===== src/odo_pkg.sv =====
// ----------------------------------------------------------------------------
// odo_pkg
// Shared widths, constants, tables and control types of the odometry block.
// ----------------------------------------------------------------------------
`default_nettype none

package odo_pkg;

    localparam int SPD_W  = 16;             // wheel speed
    localparam int POS_W  = 24;             // Q16.8 position
    localparam int ANG_W  = 16;             // binary angle
    localparam int WB_W   = 16;             // wheel base
    localparam int TS_W   = 12;             // time step
    localparam int CFG_W  = 24;             // widest register
    localparam int ADR_W  = 3;

    localparam int P_W    = 29;             // (l + r) * time_step, signed
    localparam int E_W    = 28;             // |r - l| * time_step
    localparam int PX_W   = 45;             // p * gain
    localparam int PE_W   = 50;             // e * rad-to-angle
    localparam int Q_W    = 35;             // divider dividend / quotient
    localparam int CX_W   = 31;             // rotator vector
    localparam int Z_W    = 18;             // rotator residual angle
    localparam int DEL_W  = 23;             // rounded position delta
    localparam int SUM_W  = 26;             // pose + delta

    localparam int CNT_W  = 6;
    localparam int MULA_N = TS_W;           // bits of the time step, first product
    localparam int MULB_N = 22;             // bits of the constant product
    localparam int ITER_N = Q_W;            // divider quotient bits (rotator overlaps)
    localparam int ROT_N  = 14;

    localparam logic [MULB_N-1:0] GAIN_K   = 22'd39797;    // rotator gain, Q0.16
    localparam logic [MULB_N-1:0] RAD2BAM_K = 22'd2670176; // 256/(2 pi), Q.16

    localparam logic signed [POS_W-1:0] POS_MAX = 24'sh7FFFFF;
    localparam logic signed [POS_W-1:0] POS_MIN = -24'sh800000;

    localparam logic [ADR_W-1:0] REG_WHEEL_BASE = 3'd0;
    localparam logic [ADR_W-1:0] REG_TIME_STEP  = 3'd1;
    localparam logic [ADR_W-1:0] REG_START_X    = 3'd2;
    localparam logic [ADR_W-1:0] REG_START_Y    = 3'd3;
    localparam logic [ADR_W-1:0] REG_START_HEAD = 3'd4;

    typedef struct packed {
        logic       load;
        logic       step;
        logic [3:0] iter;
    } rot_ctl_t;

    typedef struct packed {
        logic load;
        logic step;
    } div_ctl_t;

    function automatic logic [13:0] atan_bam(input logic [3:0] i);
        logic [13:0] v;
        case (i)
            4'd0:    v = 14'd8192;
            4'd1:    v = 14'd4836;
            4'd2:    v = 14'd2555;
            4'd3:    v = 14'd1297;
            4'd4:    v = 14'd651;
            4'd5:    v = 14'd326;
            4'd6:    v = 14'd163;
            4'd7:    v = 14'd81;
            4'd8:    v = 14'd41;
            4'd9:    v = 14'd20;
            4'd10:   v = 14'd10;
            4'd11:   v = 14'd5;
            4'd12:   v = 14'd3;
            4'd13:   v = 14'd1;
            default: v = 14'd0;
        endcase
        return v;
    endfunction

endpackage

`default_nettype wire


===== src/odo_rot.sv =====
// ----------------------------------------------------------------------------
// odo_rot
// Iterative rotator: one shift-add step per cycle while step is asserted turns (x0, 0) by the heading.
// ----------------------------------------------------------------------------
`default_nettype none

module odo_rot
    import odo_pkg::*;
(
    input  wire logic                   clk,
    input  wire rot_ctl_t               ctl,
    input  wire logic signed [P_W-1:0]  x0,
    input  wire logic [ANG_W-1:0]       ang,
    output logic signed [CX_W-1:0]      cx,
    output logic signed [CX_W-1:0]      cy
);

    logic signed [CX_W-1:0] x_reg, x_next;
    logic signed [CX_W-1:0] y_reg, y_next;
    logic signed [Z_W-1:0]  z_reg, z_next;
    logic signed [CX_W-1:0] x0_ext, sx, sy;
    logic signed [Z_W-1:0]  z0, at;

    always_comb
    begin
        x0_ext = CX_W'(x0);
        z0     = Z_W'(signed'(ang));
        sx     = x_reg >>> ctl.iter;
        sy     = y_reg >>> ctl.iter;
        at     = Z_W'(atan_bam(ctl.iter));
        x_next = x_reg;
        y_next = y_reg;
        z_next = z_reg;
        if (ctl.load)
        begin
            y_next = '0;
            // fold the back half-plane onto the front one
            if (z0 > Z_W'(16384))
            begin
                x_next = -x0_ext;
                z_next = z0 - Z_W'(32768);
            end
            else if (z0 < -Z_W'(16384))
            begin
                x_next = -x0_ext;
                z_next = z0 + Z_W'(32768);
            end
            else
            begin
                x_next = x0_ext;
                z_next = z0;
            end
        end
        else if (ctl.step)
        begin
            if (!z_reg[Z_W-1])
            begin
                x_next = x_reg - sy;
                y_next = y_reg + sx;
                z_next = z_reg - at;
            end
            else
            begin
                x_next = x_reg + sy;
                y_next = y_reg - sx;
                z_next = z_reg + at;
            end
        end
    end

    always_ff @(posedge clk)
    begin
        x_reg <= x_next;
        y_reg <= y_next;
        z_reg <= z_next;
    end

    assign cx = x_reg;
    assign cy = y_reg;

endmodule

`default_nettype wire


===== src/odo_div.sv =====
// ----------------------------------------------------------------------------
// odo_div
// Bit-serial restoring divider, one quotient bit per cycle while step is asserted, MSB first.
// ----------------------------------------------------------------------------
`default_nettype none

module odo_div
    import odo_pkg::*;
(
    input  wire logic              clk,
    input  wire div_ctl_t          ctl,
    input  wire logic [Q_W-1:0]    dividend,
    input  wire logic [WB_W-1:0]   divisor,
    output logic [Q_W-1:0]         quot
);

    logic [WB_W-1:0] rem_reg, rem_next;
    logic [Q_W-1:0]  dq_reg, dq_next;
    logic [WB_W-1:0] dv_reg, dv_next;
    logic [WB_W:0]   trial, diff;
    logic            ge;

    always_comb
    begin
        trial    = {rem_reg, dq_reg[Q_W-1]};
        ge       = trial >= {1'b0, dv_reg};
        diff     = trial - {1'b0, dv_reg};
        rem_next = rem_reg;
        dq_next  = dq_reg;
        dv_next  = dv_reg;
        if (ctl.load)
        begin
            rem_next = '0;
            dq_next  = dividend;
            dv_next  = divisor;
        end
        else if (ctl.step)
        begin
            // dividend bits leave at the top, quotient bits enter at the bottom
            rem_next = ge ? diff[WB_W-1:0] : trial[WB_W-1:0];
            dq_next  = {dq_reg[Q_W-2:0], ge};
        end
    end

    always_ff @(posedge clk)
    begin
        rem_reg <= rem_next;
        dq_reg  <= dq_next;
        dv_reg  <= dv_next;
    end

    assign quot = dq_reg;

endmodule

`default_nettype wire


===== src/differential_drive_odometry.sv =====
// ----------------------------------------------------------------------------
// differential_drive_odometry
// Fixed-point dead reckoning: emits the pose, then steps it by the wheel speeds.
// ----------------------------------------------------------------------------
//  channel  | dir | signals                           | payload
//  s_axis   | in  | tvalid tready tdata[39:0]         | left_speed, right_speed, restart
//  m_axis   | out | tvalid tready tdata[71:0]         | pos_x, pos_y, heading, saturated
//  cfg      | in  | cfg_we cfg_addr[2:0] cfg_wdata    | register writes, no read-back
//
//  One tick runs from transfer to result through the bit-serial time-step
//  product, the bit-serial constant products and the restoring divider
//  (the 14 rotator steps run beside it), then a finish state. The next
//  transfer is taken only back in idle, after the finish state.
//  The divider sets the length. Reset loads the start pose at once.
//  A stalled result holds the block in its finish state; the next item is
//  taken once the result sits in the output register.
// ----------------------------------------------------------------------------
`default_nettype none

module differential_drive_odometry
    import odo_pkg::*;
(
    input  wire logic               clk,
    input  wire logic               rst_n,
    input  wire logic               s_axis_tvalid,
    output logic                    s_axis_tready,
    input  wire logic [39:0]        s_axis_tdata,   // left_speed, right_speed, restart
    output logic                    m_axis_tvalid,
    input  wire logic               m_axis_tready,
    output logic [71:0]             m_axis_tdata,   // pos_x, pos_y, heading, saturated
    input  wire logic               cfg_we,
    input  wire logic [ADR_W-1:0]   cfg_addr,
    input  wire logic [CFG_W-1:0]   cfg_wdata
);

    localparam logic [2:0] ST_IDLE = 3'd0;
    localparam logic [2:0] ST_MULA = 3'd1;
    localparam logic [2:0] ST_MULB = 3'd2;
    localparam logic [2:0] ST_ITER = 3'd3;
    localparam logic [2:0] ST_FIN  = 3'd4;

    logic [2:0]       state_reg, state_next;
    logic [CNT_W-1:0] cnt_reg, cnt_next;

    logic [WB_W-1:0]          wb_reg;
    logic [TS_W-1:0]          ts_reg;
    logic signed [POS_W-1:0]  sx_reg, sy_reg;
    logic [ANG_W-1:0]         sh_reg;
    logic signed [POS_W-1:0]  px_reg, px_next, py_reg, py_next;
    logic [ANG_W-1:0]         ph_reg, ph_next;

    logic                     ov_reg, ov_next;
    logic [71:0]              od_reg, od_next;

    logic signed [P_W-1:0]    msa_reg, msa_next, pacc_reg, pacc_next;
    logic [E_W-1:0]           mea_reg, mea_next, eacc_reg, eacc_next;
    logic [TS_W-1:0]          tsb_reg, tsb_next;
    logic                     dneg_reg, dneg_next;
    logic signed [PX_W-1:0]   pmx_reg, pmx_next, prx_reg, prx_next;
    logic [PE_W-1:0]          pme_reg, pme_next, pre_reg, pre_next;

    logic signed [SPD_W-1:0]  lsp, rsp;
    logic signed [SPD_W:0]    ssum, sdif;
    logic                     accept, fin_go;
    logic [WB_W-1:0]          wbe;
    logic [PE_W:0]            nsum;

    rot_ctl_t                 rctl;
    div_ctl_t                 dctl;
    logic signed [CX_W-1:0]   cx, cy;
    logic [Q_W-1:0]           quot;

    logic signed [CX_W:0]     rx, ry;
    logic signed [DEL_W-1:0]  dx, dy;
    logic signed [SUM_W-1:0]  tx, ty;
    logic signed [POS_W-1:0]  nx, ny;
    logic                     clip;

    assign lsp    = s_axis_tdata[15:0];
    assign rsp    = s_axis_tdata[31:16];
    assign ssum   = (SPD_W+1)'(lsp) + (SPD_W+1)'(rsp);
    assign sdif   = (SPD_W+1)'(rsp) - (SPD_W+1)'(lsp);
    assign s_axis_tready = (state_reg == ST_IDLE);
    assign accept = s_axis_tvalid && s_axis_tready;
    assign fin_go = (state_reg == ST_FIN) && (!ov_reg || m_axis_tready);
    assign wbe    = (wb_reg == '0) ? WB_W'(1) : wb_reg;
    // (m + wb * 2^15) / 2^16 then / wb gives the rounded quotient;
    // the accumulator starts at wb * 2^15 and its last partial product
    // goes straight into the divider load
    assign nsum   = {1'b0, pre_next};

    always_comb
    begin
        rctl.load = (state_reg == ST_MULB) && (cnt_reg == CNT_W'(MULB_N-1));
        rctl.step = (state_reg == ST_ITER) && (cnt_reg < CNT_W'(ROT_N));
        rctl.iter = cnt_reg[3:0];
        dctl.load = rctl.load;
        dctl.step = (state_reg == ST_ITER);
    end

    odo_rot u_rot
    (
        .clk (clk),
        .ctl (rctl),
        .x0  (prx_reg[PX_W-1:16]),
        .ang (ph_reg),
        .cx  (cx),
        .cy  (cy)
    );

    odo_div u_div
    (
        .clk      (clk),
        .ctl      (dctl),
        .dividend (nsum[PE_W:16]),
        .divisor  (wbe),
        .quot     (quot)
    );

    // round to Q.8 half up and saturate
    always_comb
    begin
        rx   = (CX_W+1)'(cx) + (CX_W+1)'(256);
        ry   = (CX_W+1)'(cy) + (CX_W+1)'(256);
        dx   = DEL_W'(rx >>> 9);
        dy   = DEL_W'(ry >>> 9);
        tx   = SUM_W'(px_reg) + SUM_W'(dx);
        ty   = SUM_W'(py_reg) + SUM_W'(dy);
        clip = 1'b0;
        if (tx > SUM_W'(POS_MAX))
        begin
            nx = POS_MAX; clip = 1'b1;
        end
        else if (tx < SUM_W'(POS_MIN))
        begin
            nx = POS_MIN; clip = 1'b1;
        end
        else
        begin
            nx = tx[POS_W-1:0];
        end
        if (ty > SUM_W'(POS_MAX))
        begin
            ny = POS_MAX; clip = 1'b1;
        end
        else if (ty < SUM_W'(POS_MIN))
        begin
            ny = POS_MIN; clip = 1'b1;
        end
        else
        begin
            ny = ty[POS_W-1:0];
        end
    end

    always_comb
    begin
        state_next = state_reg;
        cnt_next   = cnt_reg;
        px_next    = px_reg;
        py_next    = py_reg;
        ph_next    = ph_reg;
        ov_next    = ov_reg;
        od_next    = od_reg;
        msa_next   = msa_reg;
        mea_next   = mea_reg;
        pacc_next  = pacc_reg;
        eacc_next  = eacc_reg;
        tsb_next   = tsb_reg;
        dneg_next  = dneg_reg;
        pmx_next   = pmx_reg;
        pme_next   = pme_reg;
        prx_next   = prx_reg;
        pre_next   = pre_reg;

        if (m_axis_tvalid && m_axis_tready)
        begin
            ov_next = 1'b0;
        end

        case (state_reg)
            ST_IDLE:
            begin
                if (accept)
                begin
                    if (s_axis_tdata[32])
                    begin
                        px_next = sx_reg;
                        py_next = sy_reg;
                        ph_next = sh_reg;
                    end
                    msa_next   = P_W'(ssum);
                    dneg_next  = sdif[SPD_W];
                    mea_next   = sdif[SPD_W] ? E_W'(-sdif) : E_W'(sdif);
                    tsb_next   = ts_reg;
                    pacc_next  = '0;
                    eacc_next  = '0;
                    cnt_next   = '0;
                    state_next = ST_MULA;
                end
            end
            ST_MULA:
            begin
                if (tsb_reg[0])
                begin
                    pacc_next = pacc_reg + msa_reg;
                    eacc_next = eacc_reg + mea_reg;
                end
                msa_next = msa_reg <<< 1;
                mea_next = mea_reg << 1;
                tsb_next = tsb_reg >> 1;
                cnt_next = cnt_reg + CNT_W'(1);
                if (cnt_reg == CNT_W'(MULA_N-1))
                begin
                    pmx_next   = PX_W'(pacc_next);
                    pme_next   = PE_W'(eacc_next);
                    prx_next   = '0;
                    pre_next   = PE_W'(wbe) << 15;
                    cnt_next   = '0;
                    state_next = ST_MULB;
                end
            end
            ST_MULB:
            begin
                if (GAIN_K[cnt_reg[4:0]])
                begin
                    prx_next = prx_reg + pmx_reg;
                end
                if (RAD2BAM_K[cnt_reg[4:0]])
                begin
                    pre_next = pre_reg + pme_reg;
                end
                pmx_next = pmx_reg <<< 1;
                pme_next = pme_reg << 1;
                cnt_next = cnt_reg + CNT_W'(1);
                if (cnt_reg == CNT_W'(MULB_N-1))
                begin
                    // last constant bit: rotator and divider load now
                    cnt_next   = '0;
                    state_next = ST_ITER;
                end
            end
            ST_ITER:
            begin
                cnt_next = cnt_reg + CNT_W'(1);
                if (cnt_reg == CNT_W'(ITER_N-1))
                begin
                    state_next = ST_FIN;
                end
            end
            ST_FIN:
            begin
                if (fin_go)
                begin
                    ov_next    = 1'b1;
                    od_next    = {7'd0, clip, ph_reg, py_reg, px_reg};
                    px_next    = nx;
                    py_next    = ny;
                    ph_next    = dneg_reg ? ph_reg - quot[ANG_W-1:0]
                                          : ph_reg + quot[ANG_W-1:0];
                    state_next = ST_IDLE;
                end
            end
            default:
            begin
                state_next = ST_IDLE;
            end
        endcase
    end

    always_ff @(posedge clk or negedge rst_n)
    begin
        if (!rst_n)
        begin
            state_reg <= ST_IDLE;
            cnt_reg   <= '0;
            ov_reg    <= 1'b0;
            wb_reg    <= 16'd7680;
            ts_reg    <= 12'd256;
            sx_reg    <= 24'sd7680;
            sy_reg    <= 24'sd7680;
            sh_reg    <= 16'd8192;
            px_reg    <= 24'sd7680;
            py_reg    <= 24'sd7680;
            ph_reg    <= 16'd8192;
        end
        else
        begin
            state_reg <= state_next;
            cnt_reg   <= cnt_next;
            ov_reg    <= ov_next;
            px_reg    <= px_next;
            py_reg    <= py_next;
            ph_reg    <= ph_next;
            if (cfg_we)
            begin
                case (cfg_addr)
                    REG_WHEEL_BASE: wb_reg <= cfg_wdata[WB_W-1:0];
                    REG_TIME_STEP:  ts_reg <= cfg_wdata[TS_W-1:0];
                    REG_START_X:    sx_reg <= cfg_wdata;
                    REG_START_Y:    sy_reg <= cfg_wdata;
                    REG_START_HEAD: sh_reg <= cfg_wdata[ANG_W-1:0];
                    default:        ;
                endcase
            end
        end
    end

    always_ff @(posedge clk)
    begin
        od_reg   <= od_next;
        msa_reg  <= msa_next;
        mea_reg  <= mea_next;
        pacc_reg <= pacc_next;
        eacc_reg <= eacc_next;
        tsb_reg  <= tsb_next;
        dneg_reg <= dneg_next;
        pmx_reg  <= pmx_next;
        pme_reg  <= pme_next;
        prx_reg  <= prx_next;
        pre_reg  <= pre_next;
    end

    assign m_axis_tvalid = ov_reg;
    assign m_axis_tdata  = od_reg;

    a_accept_starts: assert property (@(posedge clk) disable iff (!rst_n)
        accept |=> (state_reg == ST_MULA) && (cnt_reg == '0))
        else $error("transfer did not start the product phase");

    a_result_from_fin: assert property (@(posedge clk) disable iff (!rst_n)
        $rose(m_axis_tvalid) |-> $past(state_reg) == ST_FIN)
        else $error("result raised outside the finish cycle");

    a_iter_bound: assert property (@(posedge clk) disable iff (!rst_n)
        (state_reg == ST_ITER) |-> (cnt_reg < CNT_W'(ITER_N)))
        else $error("divider ran past its length");

    a_fin_leaves: assert property (@(posedge clk) disable iff (!rst_n)
        fin_go |=> (state_reg == ST_IDLE) && m_axis_tvalid)
        else $error("finish did not hand over a result");

endmodule

`default_nettype wire

===== config.mk =====
export PLATFORM = sky130hd
export DESIGN_NAME = differential_drive_odometry
export DESIGN_NICKNAME = d
export VERILOG_FILES = /design/src/odo_pkg.sv /design/src/odo_rot.sv /design/src/odo_div.sv /design/src/differential_drive_odometry.sv
export SDC_FILE = /design/constraint.sdc
export NUM_CORES = 2
export LEC_CHECK = 0
export BUFFER_PORTS_ARGS = -buffer_cell sky130_fd_sc_hd__buf_4
export CAP_MARGIN = 20
export CELL_PAD_IN_SITES_DETAIL_PLACEMENT = 0
export CELL_PAD_IN_SITES_GLOBAL_PLACEMENT = 1
export CORE_ASPECT_RATIO = 0.7
export CORE_MARGIN = 10
export CORE_UTILIZATION = 50
export DETAILED_ROUTE_END_ITERATION = 7
export GPL_TIMING_DRIVEN = 1
export PLACE_DENSITY = 0.77
export RECOVER_POWER = 100
export SKIP_CTS_REPAIR_TIMING = 1
export SYNTH_ARGS = -nofsm -noshare
export SYNTH_HDL_FRONTEND = slang
export SYNTH_SLANG_ARGS = --single-unit

===== constraint.sdc =====
create_clock -name clk -period 7.8 [get_ports clk]
set_input_delay 0.39 -clock clk [delete_from_list [all_inputs] [get_ports clk]]
set_output_delay 0.39 -clock clk [all_outputs]
set_load 0.05 [all_outputs]

==> results.md <==
* Synth unique cells at 94
* DRT antenna net count at 0
* CTS H-tree lvls at 3
* Worst r2r src: state_reg[1]
* IO Count at 146
* Final Max Slew Viols at 1303
* CP dominant cell by count: clkbuf_1
* WL/cell at 22.17 um
* Maximum clock insertion buffer count at 3
* Core area at 101900 um^2
* Family with the most delay on the worst path: buffers and inverters
* Arrival @ worst endpoint at 7440 ps
* Routed WL at 153700 um
* Clk sinks at 694
* Crit. End Element: register
* Ys async rst share at 0.2392
* Worst path cell trace: clkbuf_1 > and2_2 > clkbuf_1 > and2_0 > clkbuf_1 > nor2_2 > clkbuf_1 > a22oi_1 > o21ai_0 > mux2_2
* Post-DP HPWL at 111600 um
* Slew headroom at -1.520
* Non-Filler Instances at 6934
* Ys flop type: edfxtp_1
* Placed Area at 53300 um^2
* Initial antenna violation count at 2
* Fin crit share at 0.8990
* Vias at 42380
* Startpoint types: register
* Endpoints failing hold at 0
* CTS clk-pin slew, worst paths at 70 ps
* DRC at 0
* Fillcell total at 9385
* Post-synth EDFFs at 446
* Number of max-cap violations at 26
* Largest net degree at the start of global routing at 77
* Post-synthesis area per instance at 9.251 um^2
* CTS buffer count at 75
* Register area share after synthesis at 0.3748
* Hold Crit Class: input pin to register
* Grt ovf at 0
* Yosys reg bits at 694
* CP max stage cell: clkbuf_1
* Vias in the first global route at 39530
* Post-placement cell count at 6781
* Setup CP Type: register to register
* Total track usage at 0.2574
* Failing checks: max-capacitance violations, max-slew violations
* Clock Latency Late Sink at 690 ps
* Cell Area, Synth at 51270 um^2
* Via-per-instance ratio at 6.111
* Post-Syn Instances at 5542
* Max reg flops at 65
* Reg-to-reg endpoint: u_div.quot[3]
* Row cnt at 98
* Die width at 402.7 um
* Root Buffer: clkbuf_16
* Worst EP required at 8230 ps
* Placer Congestion at 0.9403
* IO buf count at 131
* Clock Skews at 34.21 ps
* Slowest stage delay, CP at 2030 ps
* Yosys warns at 0
* Die area at 115900 um^2
* FF-to-FF setup slack at 790 ps
* Share of cells above drive strength 1 at 0.08746
* CTS tree: built
* Critical path depth at 10
* Synth-to-layout area growth at 8.178%
* Run status: complete, but fails checks
* Layout Nets at 5957
* Initial drt markers at 4388
* Fin crit period at 7012 ps
* WP buf/inv at 4
* Final setup violation count at 0
* RSZ-0062 raised after global routing: no
* First-pass GRT wire length at 237100 um
* CP max FO at 48
* Setup crit end: u_div.quot[3]
* Core Util, Final at 0.5443
* Worst-Margin Slew at 3780 ps
* CP startpoint: state_reg[1]
* Final TNS setup at 0 ps
* Fmax at 0.1426 GHz
* R2r worst-path depth at 10
* Initial Util at 0.5031
* Die Y-Extent at 287.9 um
* Design Area, Final at 55460 um^2
* Drt first pass iters at 8
## logic make-up after synthesis
kind of cell    synth area share
compound gates            0.1876
xor+xnor                 0.07124
fa+ha+maj                0.09123
buf+inv                  0.03749
flops                     0.3748
mux                      0.07737
other cells           0.00007315
simple gates              0.1601
## area by class of cell
class                      instances  area (um^2)  share of cell area
multi-input combinational       4368        30200              0.5445
sequential                       694        19230              0.3467
clock buffer                      89         1969             0.03551
timing repair buffer             207         1199             0.02161
tap                             1350         1689             0.03046
antenna                            4        10.01           0.0001805
clock inverter                    49        513.0            0.009250
inverter                         173        650.6             0.01173
## per-layer routing
layer / vias up / global-route usage / wire length, um / part of all wire
met5: - / 0 / 20 / 0.00013
met4: 2 / 0.05926 / 3423 / 0.022
met3: 185 / 0.08424 / 15900 / 0.10
met2: 1441 / 0.3433 / 58250 / 0.38
met1: 20380 / 0.3933 / 76120 / 0.50
li1: 20370 / - / - / -
## through the flow
step / setup slack [ps] / hold WS (ps)
after floorplan: 1508 / 94.41
after global placement: 1268 / 432.1
after detailed placement: 1132 / 432.2
after CTS: 1141 / -315.1
after global routing: 355.9 / 5.728
final: 787.8 / 20.52
## layout by cell type (no fill, tap or decap), drive strengths merged, types with 39 or more instances in the layout
cell	Yosys	routed
or3	74	74
a31oi	73	73
o21a	46	46
a211oi	49	49
edfxtp	446	446
dfrtp	143	143
o21bai	44	44
nand2	494	494
o21ai	365	365
dfxtp	82	82
buf	72	92
mux2i	109	109
nor2	482	482
a21oi	504	504
mux4	52	52
mux2	151	151
and2	55	55
inv	168	171
nand2b	56	56
nor3	88	88
and3	85	85
nand4	47	47
a21o	141	141
nand3	156	156
ha	353	353
xnor2	258	258
clkbuf	241	195
nor2b	54	54
xor2	159	159
clkinv	5	39
## worst register-to-register path: cells and delay by family, from the launching register on
kind	cells	cell delay, ps
multiplexers	1	450
buffers and inverters	4	4680
flip-flops	1	370
AO/OA/AOI/OAI	2	580
AND/OR/NAND/NOR	3	700
## synth_stat cells, types with 30 or more instances
cell,number,share of area
buf_1,34,0.0025
o21a_1,46,0.0067
o31ai_1,30,0.0044
a31oi_1,73,0.0089
a211oi_1,48,0.0070
nand4_1,47,0.0057
nand3_1,156,0.015
nor3_1,88,0.0086
or3_1,74,0.0090
xor2_1,159,0.027
and2_1,55,0.0067
mux4_2,52,0.023
mux2_2,150,0.033
o21ai_0,365,0.036
mux2i_1,109,0.021
clkbuf_1,240,0.018
nor2b_1,54,0.0066
edfxtp_1,446,0.26
ha_1,353,0.086
and3_1,85,0.010
inv_1,166,0.012
a21oi_1,504,0.049
nand2b_1,56,0.0068
dfrtp_1,143,0.070
a21o_1,141,0.021
o211ai_1,30,0.0044
xnor2_1,258,0.044
nand2_1,494,0.036
nor2_1,482,0.035
dfxtp_1,82,0.032
o21bai_1,44,0.0064
## worst min-delay path by stage
stage / slack, ps / to / startpoint / cells after the start
after detailed placement: 430 / sy_reg[20] / rst_n / 1
final: 20 / sh_reg[8] / cfg_wdata[8] / 2
after global routing: 6 / sy_reg[3] / cfg_wdata[3] / 2
after global placement: 430 / sy_reg[20] / rst_n / 1
after CTS: -320 / sy_reg[19] / rst_n / 1
after floorplan: 90 / cnt_reg[0] / rst_n / 0
Power is left out: the tool's default activity adds up to more than one toggle a clock period on the data nets, which glitch-free logic cannot reach.
